`config.mk`:
```
export PLATFORM = sky130hd
export DESIGN_NAME = ethernet_rx_frame_ring_with_fcs_unit
export DESIGN_NICKNAME = d
export VERILOG_FILES = /design/src/hw/rtl/erfr_pkg.sv /design/src/hw/rtl/erfr_ram.sv /design/src/hw/rtl/ethernet_rx_frame_ring_with_fcs_unit.sv
export SDC_FILE = /design/constraint.sdc
export NUM_CORES = 1
export LEC_CHECK = 0
export ABC_AREA = 0
export BUFFER_PORTS_ARGS = -buffer_cell sky130_fd_sc_hd__clkbuf_2
export CORE_MARGIN = 5
export CORE_UTILIZATION = 54
export CTS_BUF_LIST = sky130_fd_sc_hd__clkbuf_8
export CTS_CLUSTER_DIAMETER = 150
export CTS_CLUSTER_SIZE = 25
export DETAILED_ROUTE_END_ITERATION = 16
export PLACE_DENSITY_LB_ADDON = 0.15
export SLEW_MARGIN = 30
export SYNTH_ARGS = -nofsm -noshare
export SYNTH_HDL_FRONTEND = slang
export SYNTH_SLANG_ARGS = --single-unit
```
`constraint.sdc`:
```
create_clock -name clock -period 6.15 [get_ports clock]
set_clock_uncertainty 0.1 [all_clocks]
set_input_delay 0.3075 -clock clock [delete_from_list [all_inputs] [get_ports clock]]
set_output_delay 0.3075 -clock clock [all_outputs]
set_load 0.005 [all_outputs]
```
`src/hw/rtl/erfr_pkg.sv`:
```
`default_nettype none
// ----------------------------------------------------------------------------
// erfr_pkg: shared types and constants for the receive frame ring
// Transaction payload structs, status codes and the CRC-32 bit step.
// ----------------------------------------------------------------------------
package erfr_pkg;

   // Number of FCS bytes appended to every stored frame.
   localparam int FCS_BYTES = 4;

   // Reflected Ethernet CRC-32 polynomial and its preset value.
   localparam logic [31:0] CRC_POLY   = 32'hEDB8_8320;
   localparam logic [31:0] CRC_PRESET = 32'hFFFF_FFFF;

   typedef enum logic [1:0] {
      STATUS_STORED    = 2'd0,
      STATUS_DISABLED  = 2'd1,
      STATUS_TOO_LARGE = 2'd2,
      STATUS_RING_FULL = 2'd3
   } frame_status_type;

   typedef struct packed {
      logic [7:0] frame_byte;
      logic       frame_last;
      logic [3:0] consumer_slot;
   } req_type;

   typedef struct packed {
      frame_status_type frame_status;
      logic [3:0]       slot_used;
      logic [11:0]      stored_length;
      logic [31:0]      frame_fcs;
      logic [31:0]      missed_frames;
   } rsp_type;

   // One bit of the reflected CRC shift register.
   function automatic logic [31:0] crc_bit_step(input logic [31:0] crc);
      crc_bit_step = crc[0] ? ((crc >> 1) ^ CRC_POLY) : (crc >> 1);
   endfunction

endpackage
`default_nettype wire

```
`src/hw/rtl/erfr_ram.sv`:
```
`default_nettype none
// ----------------------------------------------------------------------------
// erfr_ram: generic single-port-write RAM
// One write port and one read port with registered read data.
// ----------------------------------------------------------------------------
module erfr_ram #(
   parameter int WIDTH = 8,
   parameter int DEPTH = 1024,
   parameter int ADDR_W = $clog2(DEPTH)
) (
   input  wire logic              clock,
   input  wire logic              wr_en,
   input  wire logic [ADDR_W-1:0] wr_addr,
   input  wire logic [WIDTH-1:0]  wr_data,
   input  wire logic [ADDR_W-1:0] rd_addr,
   output      logic [WIDTH-1:0]  rd_data
);

   logic [WIDTH-1:0] mem_ff [DEPTH];

   always_ff @(posedge clock) begin
      if (wr_en) begin
         mem_ff[wr_addr] <= wr_data;
      end
      rd_data <= mem_ff[rd_addr];
   end

endmodule
`default_nettype wire

```
`src/hw/rtl/ethernet_rx_frame_ring_with_fcs_unit.sv`:
```
// Sequence: a data byte is accepted and then shifted through eight CRC bit steps.
// A last byte is followed by any zero pad bytes, the finish state, the four FCS byte writes
// and the load of the response register; a dropped frame goes from the finish state to the response.
// The block takes no new byte until it is through with the last, as the single CRC register is bit-serial.
// Reset is synchronous: ring pointer, counters, CRC and enable return to their reset values;
// the frame memory and length table are not cleared.
`default_nettype none
// ----------------------------------------------------------------------------
// ethernet_rx_frame_ring_with_fcs_unit: receive frame ring with FCS append
// Stores received bytes into a ring of frame slots, pads short frames, runs
// the Ethernet CRC-32 and appends it, then publishes or drops the slot.
// ----------------------------------------------------------------------------
module ethernet_rx_frame_ring_with_fcs_unit
   import erfr_pkg::*;
#(
   parameter int SLOT_BYTES = 2048,
   parameter int RING_SLOTS = 16,
   parameter int MIN_FRAME  = 60
) (
   input  wire logic    clock,
   input  wire logic    reset,
   input  wire logic    csr_write_enable,
   input  wire logic    csr_write_data,
   input  wire logic    req_valid,
   output      logic    req_ready,
   input  wire req_type req_data,
   output      logic    rsp_valid,
   input  wire logic    rsp_ready,
   output      rsp_type rsp_data
);

   // Byte positions inside one slot, slot index and whole-ring byte address.
   localparam int CNT_W  = $clog2(SLOT_BYTES);
   localparam int LEN_W  = CNT_W + 1;
   localparam int SLOT_W = $clog2(RING_SLOTS);
   localparam int ADDR_W = $clog2(SLOT_BYTES * RING_SLOTS);
   localparam int CMP_W  = (SLOT_W > 4) ? SLOT_W : 4;

   // A byte is stored only while the count is below this limit, which leaves
   // room for the FCS at the end of the slot.
   localparam logic [CNT_W-1:0] FILL_LIMIT = CNT_W'(SLOT_BYTES - FCS_BYTES);
   localparam logic [CNT_W-1:0] MIN_LEN    = CNT_W'(MIN_FRAME);
   localparam logic [2:0]       LAST_BIT   = 3'd7;
   localparam logic [2:0]       LAST_FCS   = 3'(FCS_BYTES - 1);

   // The sequencer walks every stored byte through the shared CRC register one bit a
   // cycle. FINISH decides between padding, dropping and appending the FCS.
   typedef enum logic [2:0] {
      ST_IDLE,
      ST_BITS,
      ST_FINISH,
      ST_FCS,
      ST_EMIT
   } state_type;

   state_type          state_ff, state_in;
   logic               enabled_ff, enabled_in;
   logic [CNT_W-1:0]   byte_count_ff, byte_count_in;
   logic [31:0]        crc_ff, crc_in;
   logic               oversize_ff, oversize_in;
   logic [SLOT_W-1:0]  write_slot_ff, write_slot_in;
   logic [31:0]        missed_ff, missed_in;
   logic [2:0]         step_ff, step_in;
   logic               last_ff, last_in;
   logic [3:0]         consumer_ff, consumer_in;
   frame_status_type   status_ff, status_in;
   logic [SLOT_W-1:0]  res_slot_ff, res_slot_in;
   logic [LEN_W-1:0]   res_len_ff, res_len_in;
   logic [31:0]        res_fcs_ff, res_fcs_in;
   logic               rsp_valid_ff, rsp_valid_in;
   rsp_type            rsp_data_ff, rsp_data_in;

   // Memory write port, driven by the sequencer.
   logic               ram_we;
   logic [CNT_W-1:0]   ram_pos;
   logic [7:0]         ram_wdata;
   logic [ADDR_W-1:0]  ram_addr;
   logic               len_we;

   // Values used when the frame is finished.
   logic [31:0]        fcs_word;
   logic [SLOT_W-1:0]  next_slot;
   logic [LEN_W-1:0]   full_len;
   logic               ring_full;

   assign fcs_word  = ~crc_ff;
   assign next_slot = (write_slot_ff == SLOT_W'(RING_SLOTS - 1)) ? '0 : write_slot_ff + 1'b1;
   assign full_len  = LEN_W'(byte_count_ff) + LEN_W'(FCS_BYTES);
   // A consumer slot outside the ring never matches, so the ring never looks full.
   assign ring_full = (CMP_W'(next_slot) == CMP_W'(consumer_ff));

   assign ram_addr = ADDR_W'(write_slot_ff) * ADDR_W'(SLOT_BYTES) + ADDR_W'(ram_pos);

   assign req_ready = (state_ff == ST_IDLE);
   assign rsp_valid = rsp_valid_ff;
   assign rsp_data  = rsp_data_ff;

   always_comb begin
      state_in      = state_ff;
      enabled_in    = csr_write_enable ? csr_write_data : enabled_ff;
      byte_count_in = byte_count_ff;
      crc_in        = crc_ff;
      oversize_in   = oversize_ff;
      write_slot_in = write_slot_ff;
      missed_in     = missed_ff;
      step_in       = step_ff;
      last_in       = last_ff;
      consumer_in   = consumer_ff;
      status_in     = status_ff;
      res_slot_in   = res_slot_ff;
      res_len_in    = res_len_ff;
      res_fcs_in    = res_fcs_ff;
      rsp_data_in   = rsp_data_ff;
      rsp_valid_in  = rsp_valid_ff && !rsp_ready;
      ram_we        = 1'b0;
      ram_pos       = byte_count_ff;
      ram_wdata     = '0;
      len_we        = 1'b0;

      case (state_ff)
         ST_IDLE: begin
            if (req_valid) begin
               last_in     = req_data.frame_last;
               consumer_in = req_data.consumer_slot;
               if (byte_count_ff < FILL_LIMIT) begin
                  ram_we        = 1'b1;
                  ram_wdata     = req_data.frame_byte;
                  crc_in        = crc_ff ^ {24'd0, req_data.frame_byte};
                  byte_count_in = byte_count_ff + 1'b1;
                  step_in       = '0;
                  state_in      = ST_BITS;
               end else begin
                  // No room left for this byte: the frame is marked too large.
                  oversize_in = 1'b1;
                  state_in    = req_data.frame_last ? ST_FINISH : ST_IDLE;
               end
            end
         end

         ST_BITS: begin
            crc_in  = crc_bit_step(crc_ff);
            step_in = step_ff + 1'b1;
            if (step_ff == LAST_BIT) begin
               state_in = last_ff ? ST_FINISH : ST_IDLE;
            end
         end

         ST_FINISH: begin
            if (!enabled_ff || oversize_ff) begin
               // Disabled takes precedence over too large; neither is counted.
               status_in   = enabled_ff ? STATUS_TOO_LARGE : STATUS_DISABLED;
               res_slot_in = '0;
               res_len_in  = '0;
               res_fcs_in  = '0;
               state_in    = ST_EMIT;
            end else if (byte_count_ff < MIN_LEN) begin
               // Short frame: store one zero pad byte and run it through the CRC.
               ram_we        = 1'b1;
               byte_count_in = byte_count_ff + 1'b1;
               step_in       = '0;
               state_in      = ST_BITS;
            end else begin
               step_in  = '0;
               state_in = ST_FCS;
            end
         end

         ST_FCS: begin
            // FCS bytes go out least significant first.
            ram_we    = 1'b1;
            ram_pos   = byte_count_ff + CNT_W'(step_ff[1:0]);
            ram_wdata = fcs_word[{step_ff[1:0], 3'b000} +: 8];
            step_in   = step_ff + 1'b1;
            if (step_ff == LAST_FCS) begin
               len_we      = 1'b1;
               res_slot_in = write_slot_ff;
               res_len_in  = full_len;
               res_fcs_in  = fcs_word;
               if (ring_full) begin
                  // The slot stays written but unpublished.
                  missed_in = missed_ff + 1'b1;
                  status_in = STATUS_RING_FULL;
               end else begin
                  write_slot_in = next_slot;
                  status_in     = STATUS_STORED;
               end
               state_in = ST_EMIT;
            end
         end

         ST_EMIT: begin
            if (!rsp_valid_ff || rsp_ready) begin
               rsp_valid_in              = 1'b1;
               rsp_data_in.frame_status  = status_ff;
               rsp_data_in.slot_used     = 4'(res_slot_ff);
               rsp_data_in.stored_length = 12'(res_len_ff);
               rsp_data_in.frame_fcs     = res_fcs_ff;
               rsp_data_in.missed_frames = missed_ff;
               // Every finished frame restarts the byte count and the CRC.
               byte_count_in             = '0;
               crc_in                    = CRC_PRESET;
               oversize_in               = 1'b0;
               state_in                  = ST_IDLE;
            end
         end

         default: begin
            state_in = ST_IDLE;
         end
      endcase
   end

   always_ff @(posedge clock) begin
      if (reset) begin
         state_ff      <= ST_IDLE;
         enabled_ff    <= 1'b0;
         byte_count_ff <= '0;
         crc_ff        <= CRC_PRESET;
         oversize_ff   <= 1'b0;
         write_slot_ff <= '0;
         missed_ff     <= '0;
         step_ff       <= '0;
         rsp_valid_ff  <= 1'b0;
      end else begin
         state_ff      <= state_in;
         enabled_ff    <= enabled_in;
         byte_count_ff <= byte_count_in;
         crc_ff        <= crc_in;
         oversize_ff   <= oversize_in;
         write_slot_ff <= write_slot_in;
         missed_ff     <= missed_in;
         step_ff       <= step_in;
         rsp_valid_ff  <= rsp_valid_in;
      end
      last_ff     <= last_in;
      consumer_ff <= consumer_in;
      status_ff   <= status_in;
      res_slot_ff <= res_slot_in;
      res_len_ff  <= res_len_in;
      res_fcs_ff  <= res_fcs_in;
      rsp_data_ff <= rsp_data_in;
   end

   // Frame byte storage for the whole ring; its read port is not used here.
   erfr_ram #(
      .WIDTH (8),
      .DEPTH (SLOT_BYTES * RING_SLOTS)
   ) u_frame_store (
      .clock   (clock),
      .wr_en   (ram_we),
      .wr_addr (ram_addr),
      .wr_data (ram_wdata),
      .rd_addr ('0),
      .rd_data ()
   );

   // Stored length of each slot.
   erfr_ram #(
      .WIDTH (12),
      .DEPTH (RING_SLOTS)
   ) u_slot_lengths (
      .clock   (clock),
      .wr_en   (len_we),
      .wr_addr (write_slot_ff),
      .wr_data (12'(full_len)),
      .rd_addr ('0),
      .rd_data ()
   );

endmodule
`default_nettype wire

```
==> flow_summary.yaml, run 1 <==
floorplanning:
  core_area_mm2: 0.0167
  dieArea_mm2: 0.0198
  pin_count: 103
  rows: 47
  initial_core_util_pct: 55.4
  die_h_um: 141
  die_w_um: 141
drt:
  wl_per_cell_um: 15.7
  drc: 0
  vias: 6097
  routed_via_density: 5.53
  drt-initial-drc-count: 414
  drt-total-wl_mm: 17.3
  ant_nets: 0
  drtPass1Iterations: 5
clock_network:
  clk_pin_slew_ns: 0.14
  clockBufferDepth: 3
  cts_htree_levels: 1
  cts_buffers: 12
  insertion_delay_ns: 0.51
  cts_tree: "yes"
  cts-root-buf: "clkbuf_8"
  clock_sinks: 225
timing:
  hold_viol_final: 0
  rsz0062_at_grt: "false"
  fmax_mhz: 306
  slew_viol_final: 0
  slew_headroom_pct: 39.7
  timing.hold.ws_ns: 0.0988
  fin_setup_tns_ns: 0
  worst_pin_slew_ns: 0.904
  setup_violations: 0
  min_period_ns: 3.27
  fin_crit_sh_pct: 53.2
power_and_ir_drop:
  p_sw_mw: 0.539
  power_density_mw_per_mm2: 237
  swShare_pct: 22.2
  seqPwrFrac_pct: 68.2
  fin_total_pwr_mw: 2.43
  p_leak_nw: 3.70
  combPwrFrac_pct: 6.6
  intPower_mw: 1.89
  ir_drop_mv: 0.160
  pwr-share-clk_pct: 25.2
grt:
  grt_pass1_wl_mm: 28.8
  grt_start_max_net_pins: 116
  grt_pass1_vias: 5761
  grt_remaining_overflow: 0
  track_usage_pct: 17.2
  antenna_found_initial: 0
logic_synthesis:
  syn_avg_cell_area_um2: 11.7
  ys.flop_type: "edfxtp_1"
  synth_nets: 818
  ys_seq_area_share_pct: 63.5
  synth_top_cell_by_area: "edfxtp_1"
  synthDistinctLibCells: 54
  synth_edf_count: 137
  synthCells: 792
  yosysTopAreaCellShare_pct: 44.5
  synth_area_mm2: 0.00925
  synth.ff_latch_count: 225
  yosys-top-cells-area: "edfxtp_1 44%, dfxtp_1 19%, nor2_1 5.6%"
  yosysWarnings: 0
  synthArstFlopShare_pct: 0
hold_path:
  hold_path_depth: 3
  worstHoldPathType: "input port to flip-flop"
  min_to: "state_ff[1]"
  hp-start: "req_valid"
layout:
  final_cell_mix: "137 x nor2_1, 137 x edfxtp_1, 101 x clkbuf_2"
  syn_to_final_growth_pct: 10.7
  nNetsFinal: 902
  drive_gt1_share_pct: 18.4
  num_antenna_cells: 0
worst_setup_path:
  rr_endpoint: "missed_ff[11]"
  crit_required_ns: 6.46
  crit_buf_inv: 0
  rr_startpoint: "state_ff[0]"
  worstSetupStartpoint: "state_ff[0]"
  end_kind: "flip-flop"
  path_class: "flip-flop to flip-flop"
  crit_family: "simple AND/OR/NAND/NOR gates"
  rr_worst_depth: 5
  crit_path_top_delay_cell: "dfxtp_2"
  crit_arrival_ns: 3.58
  crit_chain: "and3b_1 -> and2_1 -> nand4_1 -> nor4_1 -> mux2_2"
  critPathMaxStageDelay_ns: 0.75
  rrSetupSlack_ns: 2.88
  critPathMaxFanout: 37
  start_kind: "flip-flop"
place:
  place.gp.congestion: 0.810
  port_buffers: 102
  dp_hpwl_mm: 11.3
job:
  maxCapViolations: 0
run_status:
  outcome: "finished clean"
## power groups by stage
stage          Combinational [mW]  Clock (mW)  Sequential [mW]
6_report                    0.160       0.611             1.66
5_1_grt                     0.180       0.695             1.66
4_1_cts                     0.161       0.639             1.66
3_5_place_dp                0.156           0             1.69
3_3_place_gp                0.149           0             1.69
2_1_floorplan               0.131           0             1.67
## layer usage
metal / vias to the layer above / part of all wire, % / track usage [%]
met1: 2899 / 46 / 24.3
met2: 161 / 47 / 28.3
met3: 22 / 5.6 / 2.78
met4: 0 / 1.6 / 3.77
li1: 3015 / - / -
met5: - / 0 / 0
## synth_stat cells, drive strengths merged, types with 8 or more instances
master,count
nor3b,14
edfxtp,137
a21oi,24
nand3,18
mux2,30
nand2,31
or3,10
nand4,16
nor3,12
xnor2,17
clkbuf,40
inv,8
o21bai,32
nor4,26
and3,16
dfxtp,88
nor2,137
o21ai,14
nor2b,30
xor2,16
and2,12
## area by class of cell
class	count	area, um^2
Inverter	8	30.0
Clock buffer	13	179
Tap cell	220	275
Clock inverter	7	26.3
Sequential cell	225	5880
Timing Repair Buffer	115	654
Fill cell	1370	6460
Multi-Input combinational cell	514	3200
## cells by family after synthesis
logic type / after synthesis / share of synthesized area [%]
AND/OR/NAND/NOR: 341 / 18.7
buffers and inverters: 53 / 2.16
multiplexers: 35 / 4.19
XOR/XNOR: 34 / 3.38
AO/OA/AOI/OAI: 97 / 7.12
adder cells (fa/ha/maj): 7 / 0.947
flip-flops: 225 / 63.5
## registers in the layout, summed over array words and instances, names as in the netlist, 2 cells and up
signal / count
byte_count_ff: 11
consumer_ff: 4
crc_ff: 32
missed_ff: 32
res_fcs_ff: 32
res_len_ff: 12
res_slot_ff: 4
rsp_data: 82
state_ff: 3
status_ff: 2
step_ff: 3
write_slot_ff: 4
## how the worst max path moves through the flow
| stage | endpoint | cells past startpoint | slack [ns] |
|---|---|---|---|
| after detailed placement | missed_ff[23] | 5 | 2.61 |
| final | missed_ff[11] | 5 | 2.88 |
| after CTS | missed_ff[11] | 5 | 2.56 |
| after global routing | missed_ff[9] | 5 | 2.60 |
| after floorplan | byte_count_ff[0] | 6 | 2.31 |
| after global placement | missed_ff[9] | 5 | 2.72 |
## worst reg2reg max path, cell delays in order, from the launching register on
cell and delay (ns):
dfxtp_2 0.75, and3b_1 0.45, and2_1 0.27, nand4_1 0.64, nor4_1 0.58, mux2_2 0.38
## metrics by stage
step	utilization, %	cell area [um^2]	instances	setup slack [ns]
6_report	61.3	10200	1102	2.88
5_1_grt	61.3	10200	1102	2.60
4_1_cts	61.2	10200	1102	2.56
3_5_place_dp	59.6	9950	1075	2.61
3_3_place_gp	59.4	9920	1073	2.72
2_1_floorplan	-	9250	792	2.31
## what timing repair did
item	4_1_cts	5_1_grt
buffers inserted	0	0
hold buffers	7	0
resized for setup	0	0
hold endpoints to repair	7	0
Power figures use the tool's default switching activity.
==> run 2: changes to the inputs <==
--- a/config.mk
+++ b/config.mk
@@ -5,7 +5,7 @@
 export SDC_FILE = /design/constraint.sdc
 export NUM_CORES = 1
 export LEC_CHECK = 0
-export ABC_AREA = 0
+export ABC_AREA = 1
 export BUFFER_PORTS_ARGS = -buffer_cell sky130_fd_sc_hd__clkbuf_2
 export CORE_MARGIN = 5
 export CORE_UTILIZATION = 54
==> constraint.sdc (replaced) <==
create_clock -name clock -period 2.95 [get_ports clock]
set_clock_uncertainty 0.1 [all_clocks]
set_input_delay 0.1475 -clock clock [delete_from_list [all_inputs] [get_ports clock]]
set_output_delay 0.1475 -clock clock [all_outputs]
set_load 0.005 [all_outputs]
==> run 2 against run 1 <==
  * Setup slack got worse by 2.4 ns
  * Synthesized cell count increased by 24%
  * Fmax increased by 35%
  * Design area increased by 4.3%
  * Critical path depth increased by 7
  * Die area increased by 2.6%
  * Combinational power increased to 4.1 times the previous value
  * Largest power group unchanged
==> flow_summary.yaml, run 2 <==
run_status:
  outcome: "finished clean"
place:
  port_buffers: 102
  dp_cells: 1293
  place.gp.congestion: 0.907
  dp_hpwl_mm: 13.6
clock_network:
  cts-resized-gates: 0
  clockBufferDepth: 3
  postCtsHoldBufs: 18
  cts_tree: "yes"
  cts-root-buf: "clkbuf_8"
  cts_buffers: 12
  cts_htree_levels: 1
  clk_pin_slew_ns: 0.15
  insertion_delay_ns: 0.52
  clock_sinks: 225
  post_cts_buffers: 0
timing:
  fin_crit_sh_pct: 82.2
  worst_pin_slew_ns: 0.916
  min_period_ns: 2.42
  fin_setup_tns_ns: 0
  slew_viol_final: 0
  setup_violations: 0
  slew_headroom_pct: 38.9
  timing.hold.ws_ns: 0.241
  hold_viol_final: 0
  rsz0062_at_grt: "false"
  fmax_mhz: 413
floorplanning:
  dieArea_mm2: 0.0204
  pin_count: 103
  core_area_mm2: 0.0173
  initial_core_util_pct: 55.0
  die_w_um: 143
  rows: 48
  die_h_um: 143
logic_synthesis:
  synth_top_cell_by_area: "edfxtp_1"
  syn_avg_cell_area_um2: 9.64
  ys.flop_type: "edfxtp_1"
  synth_nets: 1012
  synthAdderAreaFrac_pct: 0.921
  synth_most_common_cell: "nand2_1"
  synth_common_cells: "222 x nand2_1, 158 x nor2_1, 137 x edfxtp_1"
  synthCells: 986
  synthArstFlopShare_pct: 0
  synth_xor_area_share_pct: 3.32
  yosysTopAreaCellShare_pct: 43.3
  synth_edf_count: 137
  synth.ff_latch_count: 225
  yosys-top-cells-area: "edfxtp_1 43%, dfxtp_1 19%, nand2_1 8.8%"
  yosys-mux-area-fraction_pct: 0
  ys_seq_area_share_pct: 61.8
  yosys.area_share.simple_pct: 23.8
  synthDistinctLibCells: 33
  synth_compound_area_share_pct: 5.78
  synth_top_family_by_area: "simple AND/OR/NAND/NOR gates"
  yosysWarnings: 0
  synth_area_mm2: 0.00951
drt:
  drt-total-wl_mm: 19.5
  drc: 0
  vias: 6890
  drt-initial-drc-count: 538
  ant_nets: 0
  routed_via_density: 5.18
  drtPass1Iterations: 5
  wl_per_cell_um: 14.6
worst_setup_path:
  cpMostUsedCell: "inv_2"
  crit_path_top_delay_cell: "nor2_1"
  crit_required_ns: 3.27
  start_kind: "flip-flop"
  worst-path-stages: 12
  end_kind: "flip-flop"
  crit_family: "simple AND/OR/NAND/NOR gates"
  crit_buf_inv: 4
  rr_worst_depth: 12
  critPathMaxFanout: 12
  crit_arrival_ns: 2.74
  crit_chain: "inv_2 -> nand2_2 -> nor2_2 -> buf_4 -> nand3_1 -> nand2_1 -> inv_2 -> nand2_4 -> nor2_1 -> inv_1 -> a21oi_1 -> o21ai_1"
  path_class: "flip-flop to flip-flop"
  critPathMaxStageDelay_ns: 0.59
power_and_ir_drop:
  pwr-share-clk_pct: 23.4
  combPwrFrac_pct: 11.7
  power_density_mw_per_mm2: 521
  swShare_pct: 25.6
  fin_total_pwr_mw: 5.57
  p_sw_mw: 1.43
  intPower_mw: 4.14
  ir_drop_mv: 0.275
  seqPwrFrac_pct: 64.9
  p_leak_nw: 4.03
layout:
  fillers: 1435
  syn_to_final_growth_pct: 12.3
  num_antenna_cells: 0
  nNetsFinal: 1126
  largest_reg_flops: 82
  drive_gt1_share_pct: 15.9
  final_util_pct: 61.7
  final_cell_mix: "222 x nand2_1, 156 x nor2_1, 137 x edfxtp_1"
  stdcell_count: 1331
  mostFrequentLayoutCell: "nand2_1"
grt:
  track_usage_pct: 19.3
  antenna_found_initial: 0
  grt_remaining_overflow: 0
  grt_pass1_wl_mm: 32.4
  grt_start_max_net_pins: 43
  grt_pass1_vias: 6556
hold_path:
  worstHoldPathType: "input port to flip-flop"
  hold_path_depth: 2
job:
  maxCapViolations: 0
run 2: path summary, 6_finish.rpt:
| path | to | start | slack, ns |
|---|---|---|---|
| worst max-delay path | crc_ff[5] | state_ff[1] | 0.53 |
| worst min-delay path | consumer_ff[2] | req_data[2] | 0.24 |
| worst max register to register | crc_ff[5] | state_ff[1] | 0.53 |
| worst min register to register | rsp_data[79] | res_slot_ff[3] | 0.33 |
run 2: cells by family after synthesis:
logic type	count (synthesis)
and+or+nand+nor	511
DFF	225
AOI/OAI and AO/OA	106
buffers and inverters	101
xor gates and xnor gates	36
adders and majority gates	7
run 2: stage by stage:
step	worst slack (ns)	cell area (um^2)
after global placement	0.661	10300
final	0.526	10700
after detailed placement	0.556	10300
after floorplan	0.0855	9510
after global routing	0.269	10700
after CTS	0.533	10700
run 2: area by class of cell:
cell class              instances  area [um^2]  area share (%)
flip-flops and latches        225         5880            55.0
multi-input cells             660         3220            30.2
repair buffers                135          841            7.87
well taps                     225          282            2.64
inverters                      66          251            2.36
clock buffers                  13          179            1.68
clock inverters                 7         26.3           0.246
run 2: layer usage:
layer	share of wire [%]	track usage, %	vias up	wire [um]
li1	-	-	3501	-
met1	46	27.3	3183	8950
met2	47	32.4	179	9070
met3	5.8	2.44	27	1130
met4	1.5	4.30	0	301
met5	0	0	-	0
run 2: power groups by stage:
stage          Sequential, mW  Clock (mW)  Combinational, mW
2_1_floorplan            3.63           0              0.501
3_3_place_gp             3.68           0              0.620
3_5_place_dp             3.68           0              0.634
4_1_cts                  3.61        1.36              0.655
5_1_grt                  3.63        1.47              0.739
6_report                 3.61        1.30              0.651
run 2: worst register-to-register path, delay by kind of cell (launching register included):
| family | cells | cell delay, ns |
|---|---|---|
| buffers and inverters | 4 | 0.51 |
| flip-flops | 1 | 0.45 |
| AO/OA/AOI/OAI | 2 | 0.24 |
| AND/OR/NAND/NOR | 6 | 1.04 |
